$ cat config.mk
export PLATFORM = sky130hd
export DESIGN_NAME = b2da_back
export DESIGN_NICKNAME = d
export VERILOG_FILES = /design/src/hw/rtl/b2da_pkg.sv /design/src/hw/rtl/b2da_back.sv
export SDC_FILE = /design/constraint.sdc
export NUM_CORES = 1
export LEC_CHECK = 0
export BUFFER_PORTS_ARGS = -buffer_cell sky130_fd_sc_hd__buf_2
export CAP_MARGIN = 20
export CORE_MARGIN = 3
export CORE_UTILIZATION = 45
export CTS_CLUSTER_DIAMETER = 120
export CTS_CLUSTER_SIZE = 24
export DETAILED_ROUTE_END_ITERATION = 10
export PLACE_DENSITY = 0.74
export SLEW_MARGIN = 25
export SYNTH_ARGS = -nofsm -noshare
export SYNTH_HDL_FRONTEND = slang
export SYNTH_SLANG_ARGS = --single-unit
$ cat constraint.sdc
create_clock -name aclk -period 2.42 [get_ports aclk]
set_input_delay 0.121 -clock aclk [delete_from_list [all_inputs] [get_ports aclk]]
set_output_delay 0.121 -clock aclk [all_outputs]
set_load 0.005 [all_outputs]
$ cat src/hw/rtl/b2da_pkg.sv
// ----------------------------------------------------------------------------
// b2da_pkg
// Shared constants and types of the binary to decimal ASCII converter.
// ----------------------------------------------------------------------------
package b2da_pkg;

    localparam int VALUE_W    = 32;
    localparam int CHAR_W     = 6;
    localparam int DIGIT_W    = 4;
    localparam int MAX_DIGITS = 10;
    localparam int IDX_W      = (MAX_DIGITS > 1) ? $clog2(MAX_DIGITS) : 1;

    // x / 10 == (x * RECIP_10) >> RECIP_SHIFT for every 32-bit x
    localparam logic [VALUE_W-1:0] RECIP_10    = 32'hCCCC_CCCD;
    localparam int                 RECIP_SHIFT = 35;
    localparam int                 QUOT_W      = 2 * VALUE_W - RECIP_SHIFT;

    localparam logic [CHAR_W-1:0] ASCII_ZERO = 6'd48;

    localparam int QUEUE_DEPTH = 2;
    localparam int QPTR_W      = $clog2(QUEUE_DEPTH);
    localparam int QCNT_W      = $clog2(QUEUE_DEPTH + 1);

    typedef logic [MAX_DIGITS-1:0][DIGIT_W-1:0] digit_vec_t;

    // one converted value: digits least significant first, index of the top digit
    typedef struct packed {
        digit_vec_t       digits;
        logic [IDX_W-1:0] top;
    } entry_t;

endpackage

$ cat src/hw/rtl/b2da_back.sv
// ----------------------------------------------------------------------------
// b2da_back
// Serializes one converted value as ASCII digits, most significant first.
// ----------------------------------------------------------------------------
module b2da_back import b2da_pkg::*; (
    input  logic       aclk,
    input  logic       aresetn,
    input  logic       q_rd_valid,
    output logic       q_rd_ready,
    input  entry_t     q_rd_data,
    output logic       m_tvalid,
    input  logic       m_tready,
    output logic [7:0] m_tdata,   // [5:0] digit_char, [7:6] zero
    output logic       m_tlast
);

    logic             active_reg;
    logic [IDX_W-1:0] idx_reg;
    digit_vec_t       digits_reg;
    logic             load;

    assign m_tvalid   = active_reg;
    assign m_tlast    = (idx_reg == '0);
    assign m_tdata    = {2'b00, ASCII_ZERO + CHAR_W'(digits_reg[idx_reg])};
    assign q_rd_ready = !active_reg || (m_tready && m_tlast);
    assign load       = q_rd_valid && q_rd_ready;

    always_ff @(posedge aclk) begin
        if (!aresetn) begin
            active_reg <= 1'b0;
        end else if (load) begin
            active_reg <= 1'b1;
        end else if (m_tready && m_tlast) begin
            active_reg <= 1'b0;
        end
    end

    always_ff @(posedge aclk) begin
        if (load) begin
            digits_reg <= q_rd_data.digits;
            idx_reg    <= q_rd_data.top;
        end else if (active_reg && m_tready) begin
            idx_reg <= idx_reg - 1'b1;
        end
    end

endmodule

==> summary.md <==
| Metric | Value |
|---|---|
| Net switching power | 0.397 mW |
| Mean Syn Cell Area | 16.8 µm² |
| Sequential element share of the synthesized area | 69.6% |
| Synth Register Bits | 45 |
| Peak supply drop | 424 µV |
| Worst-margin pin slew | 0.617 ns |
| Area leader, netlist | edfxtp_1 |
| Final Max Tran Viols | 0 |
| Ant. Diodes | 0 |
| Minimum clock period | 2.09 ns |
| Placement Cell Area | 0.00223 mm² |
| Hpwl dp | 2460 µm |
| Pin count of the biggest net entering global routing | 25 |
| CP max stage cell | edfxtp_1 |
| Global route overflow | 0 |
| Design area | 0.00272 mm² |
| Worst setup SP type | flip-flop |
| # port buffers | 54 |
| Worst slew margin | 58.4% |
| Total power | 1.79 mW |
| Met2 GRT Util | 24.8% |
| Final setup fails | 0 |
| Crit-path max FO | 24 |
| Sw Ratio | 22.2% |
| Library cells used by synthesis | 25 |
| Most Used Layer, Global Route | met2 |
| RSZ-0062 raised after global routing | false |
| Worst skew pair latency | 0.29 ns |
| Routed vias/inst | 4.75 |
| P per Cell Area | 659 mW/mm² |
| Setup Skew | 0.00344 ns |
| Setup crit end kind | flip-flop |
| CP delay by family, top | buffers and inverters |
| Met3 Use GR | 5.19% |
| Most common cell in the netlist | edfxtp_1 |
| Via count | 1241 |
| CTS max path bufs | 2 |
| Vias in the first global route | 1253 |
| Max-cap violations | 0 |
| Worst Path Arrival | 2.14 ns |
| GRT Total Usage | 14.8% |
| Gate power share | 16.7% |
| Met1 GRT Util | 18.0% |
| Top cells by area, synth | edfxtp_1 69%, mux2i_1 8.8%, buf_6 2.3%, mux2_4 2.3%, mux4_2 2.3% |
| Bufs and invs on worst path | 3 |
| Peak Freq | 0.478 GHz |
| Area grow syn2layout | 41.0% |
| Leakage | 1.13 nW |
| Clock sink total | 45 |
| I/O pin count | 59 |
| Ys flop type | edfxtp_1 |
| HP Class | input port to flip-flop |
| Outcome | complete, no violations |
| P_int | 1.39 mW |
| Required time worst endpoint | 2.47 ns |
| Core area | 0.00406 mm² |
| Width of the die | 71.4 µm |
| Final Cycle Share | 86.4% |
| Worst path depth | 7 |
| Final TNS setup | 0 ns |
| Routed Antenna Nets | 0 |
| Clock power frac | 30.2% |
| Synthesized instance count | 115 |
| Worst hold slack | 0.0141 ns |
| Crit Path Class | flip-flop to flip-flop |
| Initial antenna violation count | 0 |
| Number of flip-flops in the largest register | 40 |
| # rows | 23 |
| Number of synthesized flops with an enable pin | 44 |
| Yosys warnings | 0 |
| R2R cell count | 7 |
| Post-DR wirelength/cell | 14.7 µm |
| Synth cell count leaders | 44 x edfxtp_1, 17 x mux2i_1, 6 x o22ai_1 |
| CTS tree | built |
| Clk root buf | clkbuf_8 |
| Post-CTS Setup Bufs | 0 |
| Die Footprint | 0.00510 mm² |
| CP max stage delay | 0.37 ns |
| Share of cells above drive strength 1 | 35.1% |
| Hold Path Depth | 1 |
| Final hold vios | 0 |
| Cts bufs inserted | 5 |
| Seq pwr share | 53.1% |
| DRC | 0 |
| CP Cell Sequence | inv_1 > ha_1 > nor3b_4 > a21bo_4 > nand2_4 > clkinvlp_4 > buf_12 |
| DRT iter0 DRCs | 38 |
| Cell Area, Synth | 0.00193 mm² |
| RD Place Congestion | 0.814 |
| Worst-path clk slew | 0.08 ns |
| Total Nets Final | 259 |
| Chip height | 71.4 µm |
| Starting Density | 47.5% |
| Synth top area share | 68.6% |
| Ys async rst share | 0% |
| H-tree Lvls | 2 |
| DRT Wirelength | 3830 µm |
| First-pass GRT wire length | 5730 µm |
| First-pass DRT Iterations | 4 |
==> through the flow <==
step | instances | util (%) | setup WS, ns
after floorplan | 117 | - | 0.0821
after global placement | 215 | 54.9 | 0.446
after detailed placement | 215 | 54.9 | 0.334
after CTS | 248 | 63.7 | 0.329
after global routing | 261 | 66.9 | 0.239
final | 261 | 66.9 | 0.328
==> cells in the final DEF (no fill, tap or decap), types with 4 or more instances in the layout <==
cell type	netlist	final
inv_1	5	4
buf_2	1	54
nor2_1	4	4
clkbuf_8	0	5
conb_1	2	4
mux2i_1	17	17
dlygate4sd3_1	0	38
o22ai_1	6	6
edfxtp_1	44	44
==> power groups by stage <==
stage / Clock, mW / Combinational (mW) / Sequential [mW]
global route: 0.590 / 0.326 / 0.956
floorplan: 0 / 0.185 / 0.951
CTS: 0.547 / 0.282 / 0.951
finish: 0.541 / 0.298 / 0.951
detailed placement: 0 / 0.250 / 0.969
global placement: 0 / 0.243 / 0.964
==> area by class of cell <==
type                            instances  area (µm²)
Fill cell                             278        1340
Multi-Input combinational cell         58         494
Clock buffer                            5        68.8
Inverter                                5        22.5
Sequential cell                        45        1340
Clock inverter                          3        41.3
Tap cell                               50        62.6
Timing Repair Buffer                   95         686
==> metal layers <==
| layer | part of all wire [%] | vias up |
|---|---|---|
| met2 | 52 | 42 |
| met1 | 40 | 579 |
| met3 | 6.3 | 7 |
| li1 | - | 613 |
| met5 | 0 | - |
| met4 | 1.2 | 0 |
==> cell families after synthesis <==
| family | Yosys count | synth area share (%) |
|---|---|---|
| XOR/XNOR | 2 | 0.909 |
| AO/OA/AOI/OAI | 15 | 5.39 |
| flip-flops | 45 | 69.6 |
| other | 2 | 0.390 |
| AND/OR/NAND/NOR | 14 | 4.42 |
| multiplexers | 22 | 13.5 |
| buffers and inverters | 14 | 5.13 |
| adder cells (fa/ha/maj) | 1 | 0.649 |
==> worst paths after layout <==
| path | slack [ns] | start | to |
|---|---|---|---|
| worst max-delay path | 0.33 | idx_reg[1] | digits_reg[19] |
| worst max register to register | 0.33 | idx_reg[1] | digits_reg[19] |
| worst min register to register | 0.68 | m_tvalid | m_tvalid |
| worst min-delay path | 0.01 | q_rd_data[5] | digits_reg[1] |
==> what timing repair did <==
action	4_1_cts	5_1_grt
resized for setup	0	0
hold endpoints to repair	25	13
hold buffers	25	13
(Power assumes the default switching activity.)
