==> config.mk <==
export PLATFORM = sky130hd
export DESIGN_NAME = b2da_queue
export DESIGN_NICKNAME = d
export VERILOG_FILES = /design/src/hw/rtl/b2da_pkg.sv /design/src/hw/rtl/b2da_queue.sv
export SDC_FILE = /design/constraint.sdc
export NUM_CORES = 1
export LEC_CHECK = 0
export BUFFER_PORTS_ARGS = -buffer_cell sky130_fd_sc_hd__clkbuf_2
export CAP_MARGIN = 20
export CORE_MARGIN = 2
export CORE_UTILIZATION = 35
export CTS_BUF_LIST = sky130_fd_sc_hd__clkbuf_8
export DETAILED_ROUTE_END_ITERATION = 7
export GPL_ROUTABILITY_DRIVEN = 0
export GPL_TIMING_DRIVEN = 0
export PLACE_DENSITY = 0.58
export SYNTH_ARGS = -nofsm -noshare
export SYNTH_HDL_FRONTEND = slang
export SYNTH_SLANG_ARGS = --single-unit
==> constraint.sdc <==
create_clock -name aclk -period 2 [get_ports aclk]
set_input_delay 0.1 -clock aclk [delete_from_list [all_inputs] [get_ports aclk]]
set_output_delay 0.1 -clock aclk [all_outputs]
set_load 0.005 [all_outputs]
==> src/hw/rtl/b2da_pkg.sv <==
// ----------------------------------------------------------------------------
// b2da_pkg
// Shared constants and types of the binary to decimal ASCII converter.
// ----------------------------------------------------------------------------
package b2da_pkg;

    localparam int VALUE_W    = 32;
    localparam int CHAR_W     = 6;
    localparam int DIGIT_W    = 4;
    localparam int MAX_DIGITS = 10;
    localparam int IDX_W      = (MAX_DIGITS > 1) ? $clog2(MAX_DIGITS) : 1;

    // x / 10 == (x * RECIP_10) >> RECIP_SHIFT for every 32-bit x
    localparam logic [VALUE_W-1:0] RECIP_10    = 32'hCCCC_CCCD;
    localparam int                 RECIP_SHIFT = 35;
    localparam int                 QUOT_W      = 2 * VALUE_W - RECIP_SHIFT;

    localparam logic [CHAR_W-1:0] ASCII_ZERO = 6'd48;

    localparam int QUEUE_DEPTH = 2;
    localparam int QPTR_W      = $clog2(QUEUE_DEPTH);
    localparam int QCNT_W      = $clog2(QUEUE_DEPTH + 1);

    typedef logic [MAX_DIGITS-1:0][DIGIT_W-1:0] digit_vec_t;

    // one converted value: digits least significant first, index of the top digit
    typedef struct packed {
        digit_vec_t       digits;
        logic [IDX_W-1:0] top;
    } entry_t;

endpackage

==> src/hw/rtl/b2da_queue.sv <==
// ----------------------------------------------------------------------------
// b2da_queue
// Short FIFO of converted values between the digit splitter and the serializer.
// ----------------------------------------------------------------------------
module b2da_queue import b2da_pkg::*; (
    input  logic   aclk,
    input  logic   aresetn,
    input  logic   wr_valid,
    output logic   wr_ready,
    input  entry_t wr_data,
    output logic   rd_valid,
    input  logic   rd_ready,
    output entry_t rd_data
);

    entry_t              mem_reg [QUEUE_DEPTH];
    logic [QPTR_W-1:0]   wr_ptr_reg, rd_ptr_reg;
    logic [QCNT_W-1:0]   count_reg;
    logic                push, pop;

    assign wr_ready = (count_reg != QCNT_W'(QUEUE_DEPTH));
    assign rd_valid = (count_reg != '0);
    assign rd_data  = mem_reg[rd_ptr_reg];
    assign push     = wr_valid && wr_ready;
    assign pop      = rd_valid && rd_ready;

    always_ff @(posedge aclk) begin
        if (!aresetn) begin
            wr_ptr_reg <= '0;
            rd_ptr_reg <= '0;
            count_reg  <= '0;
        end else begin
            if (push) begin
                wr_ptr_reg <= (wr_ptr_reg == QPTR_W'(QUEUE_DEPTH - 1)) ? '0 : wr_ptr_reg + 1'b1;
            end
            if (pop) begin
                rd_ptr_reg <= (rd_ptr_reg == QPTR_W'(QUEUE_DEPTH - 1)) ? '0 : rd_ptr_reg + 1'b1;
            end
            if (push && !pop) begin
                count_reg <= count_reg + 1'b1;
            end else if (pop && !push) begin
                count_reg <= count_reg - 1'b1;
            end
        end
    end

    always_ff @(posedge aclk) begin
        if (push) begin
            mem_reg[wr_ptr_reg] <= wr_data;
        end
    end

endmodule

==> out/summary.md <==
The hold buffer count at CTS is 45, and the area of the die is 10540 um^2. Once the floorplan was initialized, standard cells occupied 35.52% of the core. The synthesis-stage register bit count was 93; the remaining max-slew budget at the tightest pin was 64.03%.

After detailed routing, the number of vias per cell comes to 4.296. The final-layout worst hold slack is 0.09198 ns, and the number of instances in the synthesized netlist is 161. The worst register-to-register path has a depth of 3. The floorplan has 36 rows.

The count of flip-flops with a built-in enable after synthesis came out at 88. Along the worst path, the maximum fanout reaches 10. Global routing used 11.75% of the available tracks across all layers.

The fraction of synthesis flops using an asynchronous set or reset pin is 0%, and the worst endpoint data arrival time is 1.66 ns. Dividing the final minimum period by the clock period gives 87.93%. The most used flip-flop cell after synthesis is sky130_fd_sc_hd__edfxtp_1.

The run gives 1954 as the via count of the first global-routing pass. The worst reg-to-reg setup slack is 0.25 ns, and the total clock buffers created by CTS is 9. The pin count of the biggest net entering global routing came out at 27.

The min-delay analysis places its worst path in the category input port to flop. The startpoint identified for the worst register-to-register timing path is count_reg[0]. STA classifies the critical path endpoint as a primary output.

The number of setup buffers added after CTS is 0. In this run, post-CTS repair resized a total of 0 instances. Summed over all failing endpoints, the final setup total negative slack is 0 ns. Clock tree root driver cell: sky130_fd_sc_hd__clkbuf_8. Leaving out fill and tap cells, the most frequent cell in the layout is sky130_fd_sc_hd__clkbuf_2. Setup repair after global routing left no endpoint under its margin.

The number of nets at the end of the flow was 361. The routed design could run at a clock period as short as 1.759 ns. Buffers placed on the I/O ports in this run total 93. The clock tree synthesis step divided the H-tree into 3 levels. Timing would allow up to 0.5686 GHz. For this run, the register share of the synthesized area comes to 80.47%. The worst setup path endpoint was rd_data[10]. For this design the static power due to leakage is 1.790 nW.

The initial antenna violation count is 0, and the worst setup margin is 0.2414 ns. Data on the critical path is required at its endpoint by 1.90 ns. Power spread over the standard cell area amounts to 1031 nW/um^2. The biggest area contributor in the post-synthesis netlist is sky130_fd_sc_hd__edfxtp_1.

The worst-case IR drop observed on VDD is 0.4728 mV. The post-synthesis area per instance works out to 21.17 um^2. The chip height is 102.7 um. The number of nets in the synthesized netlist is 210. Summed over all layers, the global routing overflow is 0. The run gives 4 as the detailed-router iteration count before antenna repair. The remaining design rule violation count is 0, and the clock-pin slew on the worst setup and hold paths is 0.08 ns. The area of the placeable core is 9594 um^2.

Kind of launch point of the worst setup path: a flop. The layout overhead on the synthesized area works out to 37.56%. Across all layers, the routed design uses 1933 vias. The run gives 2 as the maximum number of buffers from clock root to sink. In this run the critical register-to-register path is captured at mem_reg[1][0].

For the number of diodes, the log shows 0. The critical path is of the flop to primary output type. The first global-routing pass estimated 9.032 mm of wire. Flip-flop count of the largest register after layout: 88. In the post-synthesis netlist, the biggest area contributors are sky130_fd_sc_hd__edfxtp_1 (78%), sky130_fd_sc_hd__mux2_2 (15%), sky130_fd_sc_hd__dfxtp_1 (2.9%). Setup violations remaining at the end of the flow were counted as 0. Netlist area before placement: 3408 um^2.

For the warning count from the yosys run, the log shows 0. The top cell types in the final layout, fill and taps aside, are sky130_fd_sc_hd__clkbuf_2 (93), sky130_fd_sc_hd__edfxtp_1 (88), sky130_fd_sc_hd__dlygate4sd3_1 (45), sky130_fd_sc_hd__mux2_2 (44), sky130_fd_sc_hd__clkbuf_8 (9). The unique cell type count in the Yosys netlist is 20, and the number of primary I/O pins is 94. For this block, the initial DRC count from the detailed router was 30. At the pin with the least slew margin, the transition time is 0.5395 ns. The run gives 0.34 ns as the clock latency of the later-clocked register in the worst-skew pair. Across the run, the number of max-cap violations was 0.

The filler cell count in the final layout came out at 859. Between clock sinks in the finished design, the worst skew comes to 0.006352 ns. The flow ran to the end, and the final reports show no timing, DRC or antenna violations.

The final layout contains routed wiring with a total length of 5.985 mm. The share of the synthesized area in the top cell type works out to 77.53%. The die outline width was 102.7 um; the hold violation total from the final report was 0. The number of pins with negative max-slew slack in the final report is 0, and the count of clock tree sinks is 93.

OpenSTA, run right after detailed placement, puts the worst setup slack at 0.2488 ns. For the final antenna-violating net count, the log shows 0. TritonCTS built the clock tree. The post-route netlist has 51.42% of its cells at a drive strength greater than 1. The routed length per instance came out at 13.30 um. Detailed placement ended at an HPWL of 3.818 mm.
through the flow:
stage	instance area, um^2	power [mW]	utilization (%)	cells
final	4688	4.831	48.87	450
after CTS	4688	4.945	48.87	450
after global routing	4688	5.124	48.87	450
after detailed placement	4081	3.824	42.54	389
after floorplan	3410	3.276	-	161
after global placement	4041	3.777	42.12	387
where the power goes:
group	switching (mW)	internal [mW]
combinational	0.587	0.712
sequential	0.0747	2.43
clock	0.594	0.432
cell type report:
| type | instances | area [um^2] | area share [%] |
|---|---|---|---|
| clock buffers | 9 | 123.9 | 2.642 |
| clock inverters | 7 | 32.53 | 0.6939 |
| inverters | 1 | 3.754 | 0.08006 |
| repair buffers | 140 | 955.9 | 20.39 |
| flip-flops and latches | 93 | 2743 | 58.50 |
| well taps | 133 | 166.4 | 3.550 |
| plain buffers | 5 | 27.53 | 0.5871 |
| multi-input cells | 62 | 635.6 | 13.56 |
worst min path at each step:
stage	start	end	cells after the start
6_report	wr_valid	wr_ptr_reg	3
5_1_grt	wr_valid	wr_ptr_reg	3
4_1_cts	wr_valid	wr_ptr_reg	3
3_5_place_dp	wr_data[22]	mem_reg[1][22]	1
3_3_place_gp	wr_data[15]	mem_reg[0][15]	1
2_1_floorplan	wr_data[0]	mem_reg[0][0]	0
synth_stat cells (2+ instances only):
library cell / number
sky130_fd_sc_hd__edfxtp_1: 88
sky130_fd_sc_hd__mux2_2: 44
sky130_fd_sc_hd__dfxtp_1: 5
sky130_fd_sc_hd__and2_1: 4
sky130_fd_sc_hd__buf_2: 4
sky130_fd_sc_hd__xnor2_1: 2
kinds of logic after synthesis:
kind of cell | after synthesis | synth area share [%]
multiplexers | 44 | 14.54
AND/OR/NAND/NOR | 9 | 1.909
XOR/XNOR | 3 | 0.7711
flip-flops | 93 | 80.47
AO/OA/AOI/OAI | 5 | 1.028
buffers and inverters | 6 | 0.9178
adder cells (fa/ha/maj) | 1 | 0.3670
metal layers:
metal / track usage (%) / up-vias / wire length, um
li1: - / 929 / -
met3: 3.322 / 8 / 287
met2: 19.11 / 58 / 2988
met5: 0 / - / 0
met1: 13.99 / 938 / 2606
met4: 6.769 / 0 / 102
worst max-delay path: stages, from the launching register on:
cell and delay [ns]:
sky130_fd_sc_hd__dfxtp_1 0.31, sky130_fd_sc_hd__buf_2 0.21, sky130_fd_sc_hd__buf_2 0.30, sky130_fd_sc_hd__mux2_2 0.38, sky130_fd_sc_hd__clkbuf_2 0.11
Note: power is estimated with default switching activity, not from simulation.
